[src/hw/rtl/sis_pkg.sv]
// shared types and constants of the sorted integer set engine
// no dependencies
package sis_pkg;

	localparam int CAPACITY_DEF = 32;
	localparam int DATA_W = 32;

	typedef enum logic [2:0] {
		FUNC_ADD    = 3'd0,
		FUNC_REMOVE = 3'd1,
		FUNC_LIST   = 3'd2,
		FUNC_UNION  = 3'd3,
		FUNC_INTER  = 3'd4
	} func_t;

	typedef enum logic [2:0] {
		KIND_LISTED  = 3'd0,
		KIND_INSERT  = 3'd1,
		KIND_PRESENT = 3'd2,
		KIND_REMOVED = 3'd3,
		KIND_ABSENT  = 3'd4,
		KIND_FULL    = 3'd5
	} kind_t;

	typedef enum logic [2:0] {
		CELL_HOLD,
		CELL_CMP,
		CELL_INSERT,
		CELL_DELETE,
		CELL_ROTATE
	} cell_cmd_t;

	typedef enum logic [1:0] {
		ST_IDLE,
		ST_CMP,
		ST_UPD,
		ST_WALK
	} state_t;

	typedef struct packed {
		cell_cmd_t cmd;
		logic      inc;
		logic      dec;
	} chain_ctrl_t;

endpackage

[src/hw/rtl/sis_cell.sv]
// one storage cell of a set chain: holds one entry and its compare flags
// depends on sis_pkg
module sis_cell #(
	parameter int INDEX = 0,
	parameter int CW = 6
) (
	input  logic                              clk,
	input  sis_pkg::cell_cmd_t                cmd,
	input  logic [CW-1:0]                     count,
	input  logic signed [sis_pkg::DATA_W-1:0] value,
	input  logic signed [sis_pkg::DATA_W-1:0] left_entry,
	input  logic                              left_after,
	input  logic signed [sis_pkg::DATA_W-1:0] right_entry,
	input  logic signed [sis_pkg::DATA_W-1:0] head_entry,
	output logic signed [sis_pkg::DATA_W-1:0] entry_q,
	output logic                              after_q,
	output logic                              eq_q
);
	import sis_pkg::*;

	logic in_range;
	logic is_tail;
	logic past_q;

	assign in_range = count > CW'(INDEX);
	assign is_tail  = count == CW'(INDEX + 1);

	// compare flags and entry movement
	always_ff @(posedge clk) begin
		case (cmd)
			CELL_CMP: begin
				eq_q    <= in_range && (entry_q == value);
				after_q <= !in_range || (value < entry_q);
				past_q  <= in_range && !(entry_q < value);
			end
			CELL_INSERT: begin
				if (left_after)
					entry_q <= left_entry;
				else if (after_q)
					entry_q <= value;
			end
			CELL_DELETE: begin
				if (past_q)
					entry_q <= right_entry;
			end
			CELL_ROTATE: begin
				entry_q <= is_tail ? head_entry : right_entry;
			end
			default: begin
			end
		endcase
	end

endmodule

[src/hw/rtl/sis_chain.sv]
// one set: a row of cells plus its count register
// depends on sis_pkg and sis_cell
module sis_chain #(
	parameter int CAPACITY = sis_pkg::CAPACITY_DEF,
	parameter int CW = $clog2(CAPACITY + 1)
) (
	input  logic                              clk,
	input  logic                              arst_n,
	input  sis_pkg::chain_ctrl_t              ctrl,
	input  logic signed [sis_pkg::DATA_W-1:0] value,
	output logic signed [sis_pkg::DATA_W-1:0] head,
	output logic [CW-1:0]                     count,
	output logic                              found,
	output logic                              full
);
	import sis_pkg::*;

	logic signed [DATA_W-1:0] entry [CAPACITY];
	logic [CAPACITY-1:0]      after_vec;
	logic [CAPACITY-1:0]      eq_vec;
	logic [CW-1:0]            count_q;

	// cell row, each wired to its neighbors
	for (genvar i = 0; i < CAPACITY; i++) begin : g_cell
		logic signed [DATA_W-1:0] left_e;
		logic signed [DATA_W-1:0] right_e;
		logic                     left_a;
		if (i == 0) begin : g_first
			assign left_e = entry[0];
			assign left_a = 1'b0;
		end else begin : g_mid
			assign left_e = entry[i-1];
			assign left_a = after_vec[i-1];
		end
		if (i == CAPACITY - 1) begin : g_end
			assign right_e = entry[i];
		end else begin : g_inner
			assign right_e = entry[i+1];
		end
		sis_cell #(.INDEX(i), .CW(CW)) u_cell (
			.clk        (clk),
			.cmd        (ctrl.cmd),
			.count      (count_q),
			.value      (value),
			.left_entry (left_e),
			.left_after (left_a),
			.right_entry(right_e),
			.head_entry (entry[0]),
			.entry_q    (entry[i]),
			.after_q    (after_vec[i]),
			.eq_q       (eq_vec[i])
		);
	end

	// element count
	always_ff @(posedge clk or negedge arst_n) begin
		if (!arst_n) begin
			count_q <= '0;
		end else if (ctrl.inc) begin
			count_q <= count_q + CW'(1);
		end else if (ctrl.dec) begin
			count_q <= count_q - CW'(1);
		end
	end

	assign head  = entry[0];
	assign count = count_q;
	assign found = |eq_vec;
	assign full  = count_q == CW'(CAPACITY);

endmodule

[config.mk]
export PLATFORM = sky130hd
export DESIGN_NAME = sis_chain
export DESIGN_NICKNAME = d
export VERILOG_FILES = /design/src/hw/rtl/sis_pkg.sv /design/src/hw/rtl/sis_cell.sv /design/src/hw/rtl/sis_chain.sv
export SDC_FILE = /design/constraint.sdc
export NUM_CORES = 2
export LEC_CHECK = 0
export BUFFER_PORTS_ARGS = -buffer_cell sky130_fd_sc_hd__buf_2
export CORE_ASPECT_RATIO = 1.4
export CORE_MARGIN = 5
export CORE_UTILIZATION = 40
export CTS_BUF_LIST = sky130_fd_sc_hd__clkbuf_4
export DETAILED_ROUTE_END_ITERATION = 10
export HOLD_SLACK_MARGIN = 0.08
export SLEW_MARGIN = 25
export SYNTH_ARGS = -nofsm -noshare
export SYNTH_HDL_FRONTEND = slang
export SYNTH_SLANG_ARGS = --single-unit
[constraint.sdc]
create_clock -name clk -period 4.2 [get_ports clk]
set_input_delay 0.42 -clock clk [delete_from_list [all_inputs] [get_ports clk]]
set_output_delay 0.42 -clock clk [all_outputs]
set_load 0.1 [all_outputs]
Yosys cells after proc, flatten, opt, wreduce, memory -nomap -nowiden --
Cells that the tools add are included.
Operators by class: add/subtract/negate cells 2, $lt $le $gt $ge 95, eq/ne operators 133, multiplexer cells 160, reductions and logical operators 194
Operators by type and width (number):
- two-way mux 32 bit | 126
- one-hot mux 32 bit (3 select lines) | 31
- less-than comparator 32 bit | 63
- equality test 32 bit | 32
- equality test 6 x 5 -> 1 bit (second input constant) | 16
- greater-than comparator 6 x 5 -> 1 bit (second input constant) | 16
- != test 3 x 1 -> 1 bit (second input constant) | 31
- AND reduction 3 bit | 31
- != test 2 x 1 -> 1 bit (second input constant) | 33
- one-hot mux 32 bit (2 select lines) | 1
- logical AND 1 bit | 63
- zero test 1 bit | 63
- equality test 6 x 4 -> 1 bit (second input constant) | 8
- greater-than comparator 6 x 4 -> 1 bit (second input constant) | 8
- logical OR 1 bit | 32
- OR reduction 32 bit | 1
- equality test 6 x 3 -> 1 bit (second input constant) | 4
- greater-than comparator 6 x 3 -> 1 bit (second input constant) | 4
- equality test 6 x 2 -> 1 bit (second input constant) | 2
- greater-than comparator 6 x 1 -> 1 bit (second input constant) | 2
- greater-than comparator 6 x 2 -> 1 bit (second input constant) | 2
- two-way mux 6 bit | 2
- adder 6 x 1 -> 6 bit (second input constant) | 1
- equality test 3 x 2 -> 1 bit (second input constant) | 2
- other kinds (9) | 10
Word-level totals: flip-flop bits (word level) 1125, output and inout bits 40

Longest topological paths before layout --
word-level depth 3, mapped depth 11, mapped depth without buffers 9

Cells and area by module --
A second synthesis with hierarchy kept.
Second synthesis, totals: cells, all modules 9018, area total of the unflattened synthesis 90692.0 sq um
Modules (own cells, without submodules):
- sis_cell (g_cell[22].u_cell ...) | instances 2, cells each 285, area each 2847.7 sq um
- sis_cell (g_cell[20].u_cell) | instances 1, cells each 282, area each 2910.3 sq um
- sis_cell (g_cell[2].u_cell) | instances 1, cells each 287, area each 2901.5 sq um
- sis_cell (g_cell[7].u_cell) | instances 1, cells each 282, area each 2880.3 sq um
- sis_cell (g_cell[31].u_cell) | instances 1, cells each 277, area each 2877.8 sq um
- sis_cell (g_cell[15].u_cell) | instances 1, cells each 277, area each 2870.3 sq um
- sis_cell (g_cell[18].u_cell) | instances 1, cells each 286, area each 2851.5 sq um
- sis_cell (g_cell[26].u_cell) | instances 1, cells each 286, area each 2847.7 sq um
- sis_cell (g_cell[14].u_cell) | instances 1, cells each 285, area each 2841.5 sq um
- sis_cell (g_cell[23].u_cell) | instances 1, cells each 279, area each 2837.7 sq um
- sis_cell (g_cell[1].u_cell) | instances 1, cells each 276, area each 2835.2 sq um
- sis_cell (g_cell[4].u_cell) | instances 1, cells each 288, area each 2832.7 sq um
- sis_cell (g_cell[8].u_cell) | instances 1, cells each 279, area each 2817.7 sq um
- sis_cell (g_cell[0].u_cell) | instances 1, cells each 277, area each 2810.2 sq um
- 18 more rows

Worst setup path after synthesis --
Ideal clock, no wire load.
path kind in2reg, start point input ctrl[2] (netlist bit), end point register g_cell[0].u_cell.after_q (enable), data arrival time 7.916 ns, required time 3.514 ns, slack -4.402 ns, stages 3, cells stage by stage clkbuf_1 clkbuf_1 nor3b_1
On the way: word-level cells in the longest chain between the ends 1
Ends and longest elaborated chain:
- from (decl) | RTL line sis_chain.sv:9 | input sis_pkg::chain_ctrl_t ctrl,
- equality test 3 x 1 -> 1 bit
- to (signal assigned) | RTL line sis_cell.sv:33 | after_q <= !in_range || (value < entry_q);
- to (decl) | RTL line sis_cell.sv:16 | output logic after_q,
Every way passes these cells. A chain may end at the register's enable or synchronous reset.

Worst setup path in the final report --
start point register g_cell[25].u_cell.eq_q, end point output found
On the way: word-level cells in the longest chain between the ends 1
Ends and longest elaborated chain:
- from (decl) | RTL line sis_cell.sv:17 | output logic eq_q
- from (signal assigned) | RTL line sis_cell.sv:32 | eq_q <= in_range && (entry_q == value);
- OR reduction 32 bit | RTL line sis_chain.sv:68 | assign found = |eq_vec;
- to (decl) | RTL line sis_chain.sv:13 | output logic found,
Every way passes these cells.

==> flow_summary.yaml <==
power:
  p_leak_nw: 45.17
  ir_worst_vdd_mv: 0.5359
  p_per_area_nw_per_um2: 375.7
clocking:
  numClockSinks: 1125
  post_cts_buffers: 0
  clock_latency_ps: 1260
  ctsRootBufferMaster: "clkbuf_4"
  cts_buffers: 331
  cts_tree: "yes"
  clkTransAtPathRegs_ps: 70
  max-clock-path-buffers: 4
  h-tree-depth: 5
final_layout:
  drive_gt1_frac: 0.1142
  syn_to_final_growth_pct: 11.10
  final_core_util: 0.4467
  final_nets: 9983
  stdcell_count: 12030
  stdcell_area_sq_um: 97570
drt:
  wl_met3_microns: 29710
  remaining_drc_errors: 0
  finalWirelength_microns: 370400
  dr_wl_met2_microns: 176100
  wl_met1_microns: 124100
  drt_iter0_markers: 8276
  vias_per_cell: 6.482
  vias: 78000
  top_layer: "met5"
  drt_first_pass_iters: 8
  wl_per_cell_microns: 30.78
  antenna_left: 0
synth:
  synth_xor_area_frac: 0.002792
  yosys.area_share.simple: 0.09594
  syn_nets: 9866
  synth.area.top_cells: "edfxtp_1 (38%), ha_1 (15%), mux2i_1 (11%)"
  synth-main-ff-cell: "edfxtp_1"
  yosysSeqAreaShare: 0.3843
  syn_area_per_cell_sq_um: 9.981
  synthMuxAreaShare: 0.1099
  synth_top_area_frac: 0.3826
  yosysWarnings: 0
  synth_top_family_by_area: "compound AO/OA/AOI/OAI gates"
  ys_seq_elements: 1125
  synth-async-reset-ratio: 0.005333
  yosys.area.top_type: "edfxtp_1"
  syn_area_sq_um: 87820
  ys_types: 74
  synth_compound_area_frac: 0.1853
  synth_fa_ha_area_frac: 0.1465
  synth-edff-count: 1119
  syn_inst: 8799
setup_path:
  cp.required_ps: 3780
  endpoint: "found"
  crit_chain: "nor4_2 > nand4_1 > or2_2 > buf_2"
  r2r-start: "g_cell[16].u_cell.entry_q[31]$_DFFE_PP_"
  cp-start-kind: "flop"
  critPathCaptureType: "output pin"
  slowest_delay_ps: 610
  worst-setup-path-type: "reg -> out"
  crit_path_start: "g_cell[25].u_cell.eq_q$_DFFE_PN_"
  critPathSlowestCell: "nor4_2"
  worstReg2RegEnd: "g_cell[16].u_cell.past_q$_DFFE_PN_"
  cp_max_fo: 1
  crit_arrival_ps: 3690
  r2r_slack_ps: 890
  ff2ff_path_depth: 10
die:
  start_util: 0.4021
  ios: 79
  die-width_microns: 406.0
  die_h_microns: 564.4
  die_area_sq_um: 229200
  core-area_sq_um: 218400
  rows: 203
grt:
  antenna_found_initial: 19
  grt_usage: 0.3116
  grt_pass1_wl_microns: 533000
  overflow: 0
  first_global_vias: 79300
  grt_start_max_net_pins: 113
sta:
  report.final.hold_viol_count: 0
  worst_slew_pin_slew_ps: 1091
  slew_headroom: 0.2665
  finalSetupViolCount: 0
  drv_slew: 0
  skew_ps: 137.8
  fin_crit_ps: 4114
  fin_setup_tns_ps: 0
  finalCritPeriodShare: 0.9795
  rsz0062_at_grt: "no"
  fmax_mhz: 243.1
placed_design:
  place_area_sq_um: 92940
  routabilityCongestion: 1.002
  dp.final_hpwl_microns: 264800
  dp_cells: 11410
  portBuffers: 78
hold_path:
  min_path_type: "in -> async"
job:
  maxCapViolations: 0
status:
  status: "finished clean"
## placed cells by master, fill, tap and decap left out, types with 12 or more instances in the layout
master,count
inv_1,1038
a21oi_1,407
o31ai_1,12
o21ai_4,26
and4_1,22
nand4_1,220
xnor2_1,17
o21ai_0,183
ha_1,1028
nor2_2,24
clkbuf_4,479
buf_4,321
nor4_1,44
o21a_1,14
and3_1,19
edfxtp_1,1119
o21bai_1,22
nand2b_1,20
a221o_1,922
nor2b_1,62
buf_2,56
nor2_1,1056
a221oi_1,50
nor3_1,48
nand2_1,243
dlygate4sd3_1,42
a211oi_1,18
mux2i_1,962
clkinv_1,67
buf_12,50
a21o_1,240
a222oi_1,32
nand3_1,71
o211ai_1,30
o311ai_0,12
o21ai_2,18
## logic make-up (layout without fill, tap and decap cells)
family / after synthesis / after routing
buffers and inverters: 1724 / 2079
and+or+nand+nor: 1885 / 1885
muxes: 964 / 964
other: 0 / 10
xor gates and xnor gates: 28 / 28
adders and majority gates: 1028 / 1028
DFF: 1125 / 1125
AOI/OAI and AO/OA: 2045 / 2045
## repair_timing
item	CTS	global route
hold endpoints to repair	373	0
endpoints found under the setup margin	1	0
gates resized for setup	1	0
hold buffers	42	0
## stage by stage
step,power (mW),setup WS (ps),hold slack [ps]
detailed placement,25.33,392.2,261.9
floorplan,21.23,184.3,124.4
global placement,25.07,-56.38,259.4
global route,38.12,50.12,233.7
finish,36.65,85.96,264.5
CTS,36.51,151.8,160.1
## how the worst min path moves through the flow
stage,endpoint,slack [ps]
6_report,count[5]$_DFFE_PN0P_,260
5_1_grt,count[5]$_DFFE_PN0P_,230
4_1_cts,count[0]$_DFFE_PN0P_,160
3_5_place_dp,count[5]$_DFFE_PN0P_,260
3_3_place_gp,count[5]$_DFFE_PN0P_,260
2_1_floorplan,count[0]$_DFFE_PN0P_,120
## synth_stat cells, drive strengths merged (12+ instances only)
cell type / n
o311ai: 12
clkbuf: 509
inv: 1039
nor4: 51
edfxtp: 1119
and3: 19
nor2b: 62
nand3: 71
o21ai: 233
mux2i: 963
xnor2: 17
buf: 176
nand2b: 21
nor2: 1083
a221oi: 51
a221o: 922
ha: 1028
a21oi: 409
o31ai: 13
a222oi: 32
nand4: 220
nor3: 49
o21a: 14
o21bai: 22
nand2: 246
o211ai: 30
a211oi: 21
a21o: 242
and4: 22
## per-layer routing
layer	vias up	track usage
li1	33540	-
met1	38350	0.3264
met2	4534	0.5295
met3	1559	0.05896
met4	16	0.2837
met5	-	0
## flip-flops by register name (all words and copies together) (netlist names)
name	count
g_cell.u_cell.past_q	31
g_cell.u_cell.after_q	32
g_cell.u_cell.entry_q	1024
count	6
g_cell.u_cell.eq_q	32
## worst max-delay path, delay by kind of cell (launching register included)
kind | cells | cell delay (ps)
simple gates | 3 | 1670
flops | 1 | 450
buf+inv | 1 | 310
## cell type report
| cell class | instances | area (sq um) |
|---|---|---|
| diodes | 10 | 25.02 |
| multi-input cells | 5950 | 48030 |
| clock inverters | 92 | 563.0 |
| flip-flops and latches | 1125 | 33750 |
| fillers | 20890 | 120900 |
| clock buffers | 479 | 3596 |
| well taps | 2870 | 3591 |
| repair buffers | 469 | 4111 |
| inverters | 1039 | 3900 |
## power breakdown
part           internal (mW)  switching (mW)
combinational           3.72            6.96
sequential              13.8            1.03
clock                   5.64            5.54
total                   23.1            13.5
(Power assumes the default switching activity.)
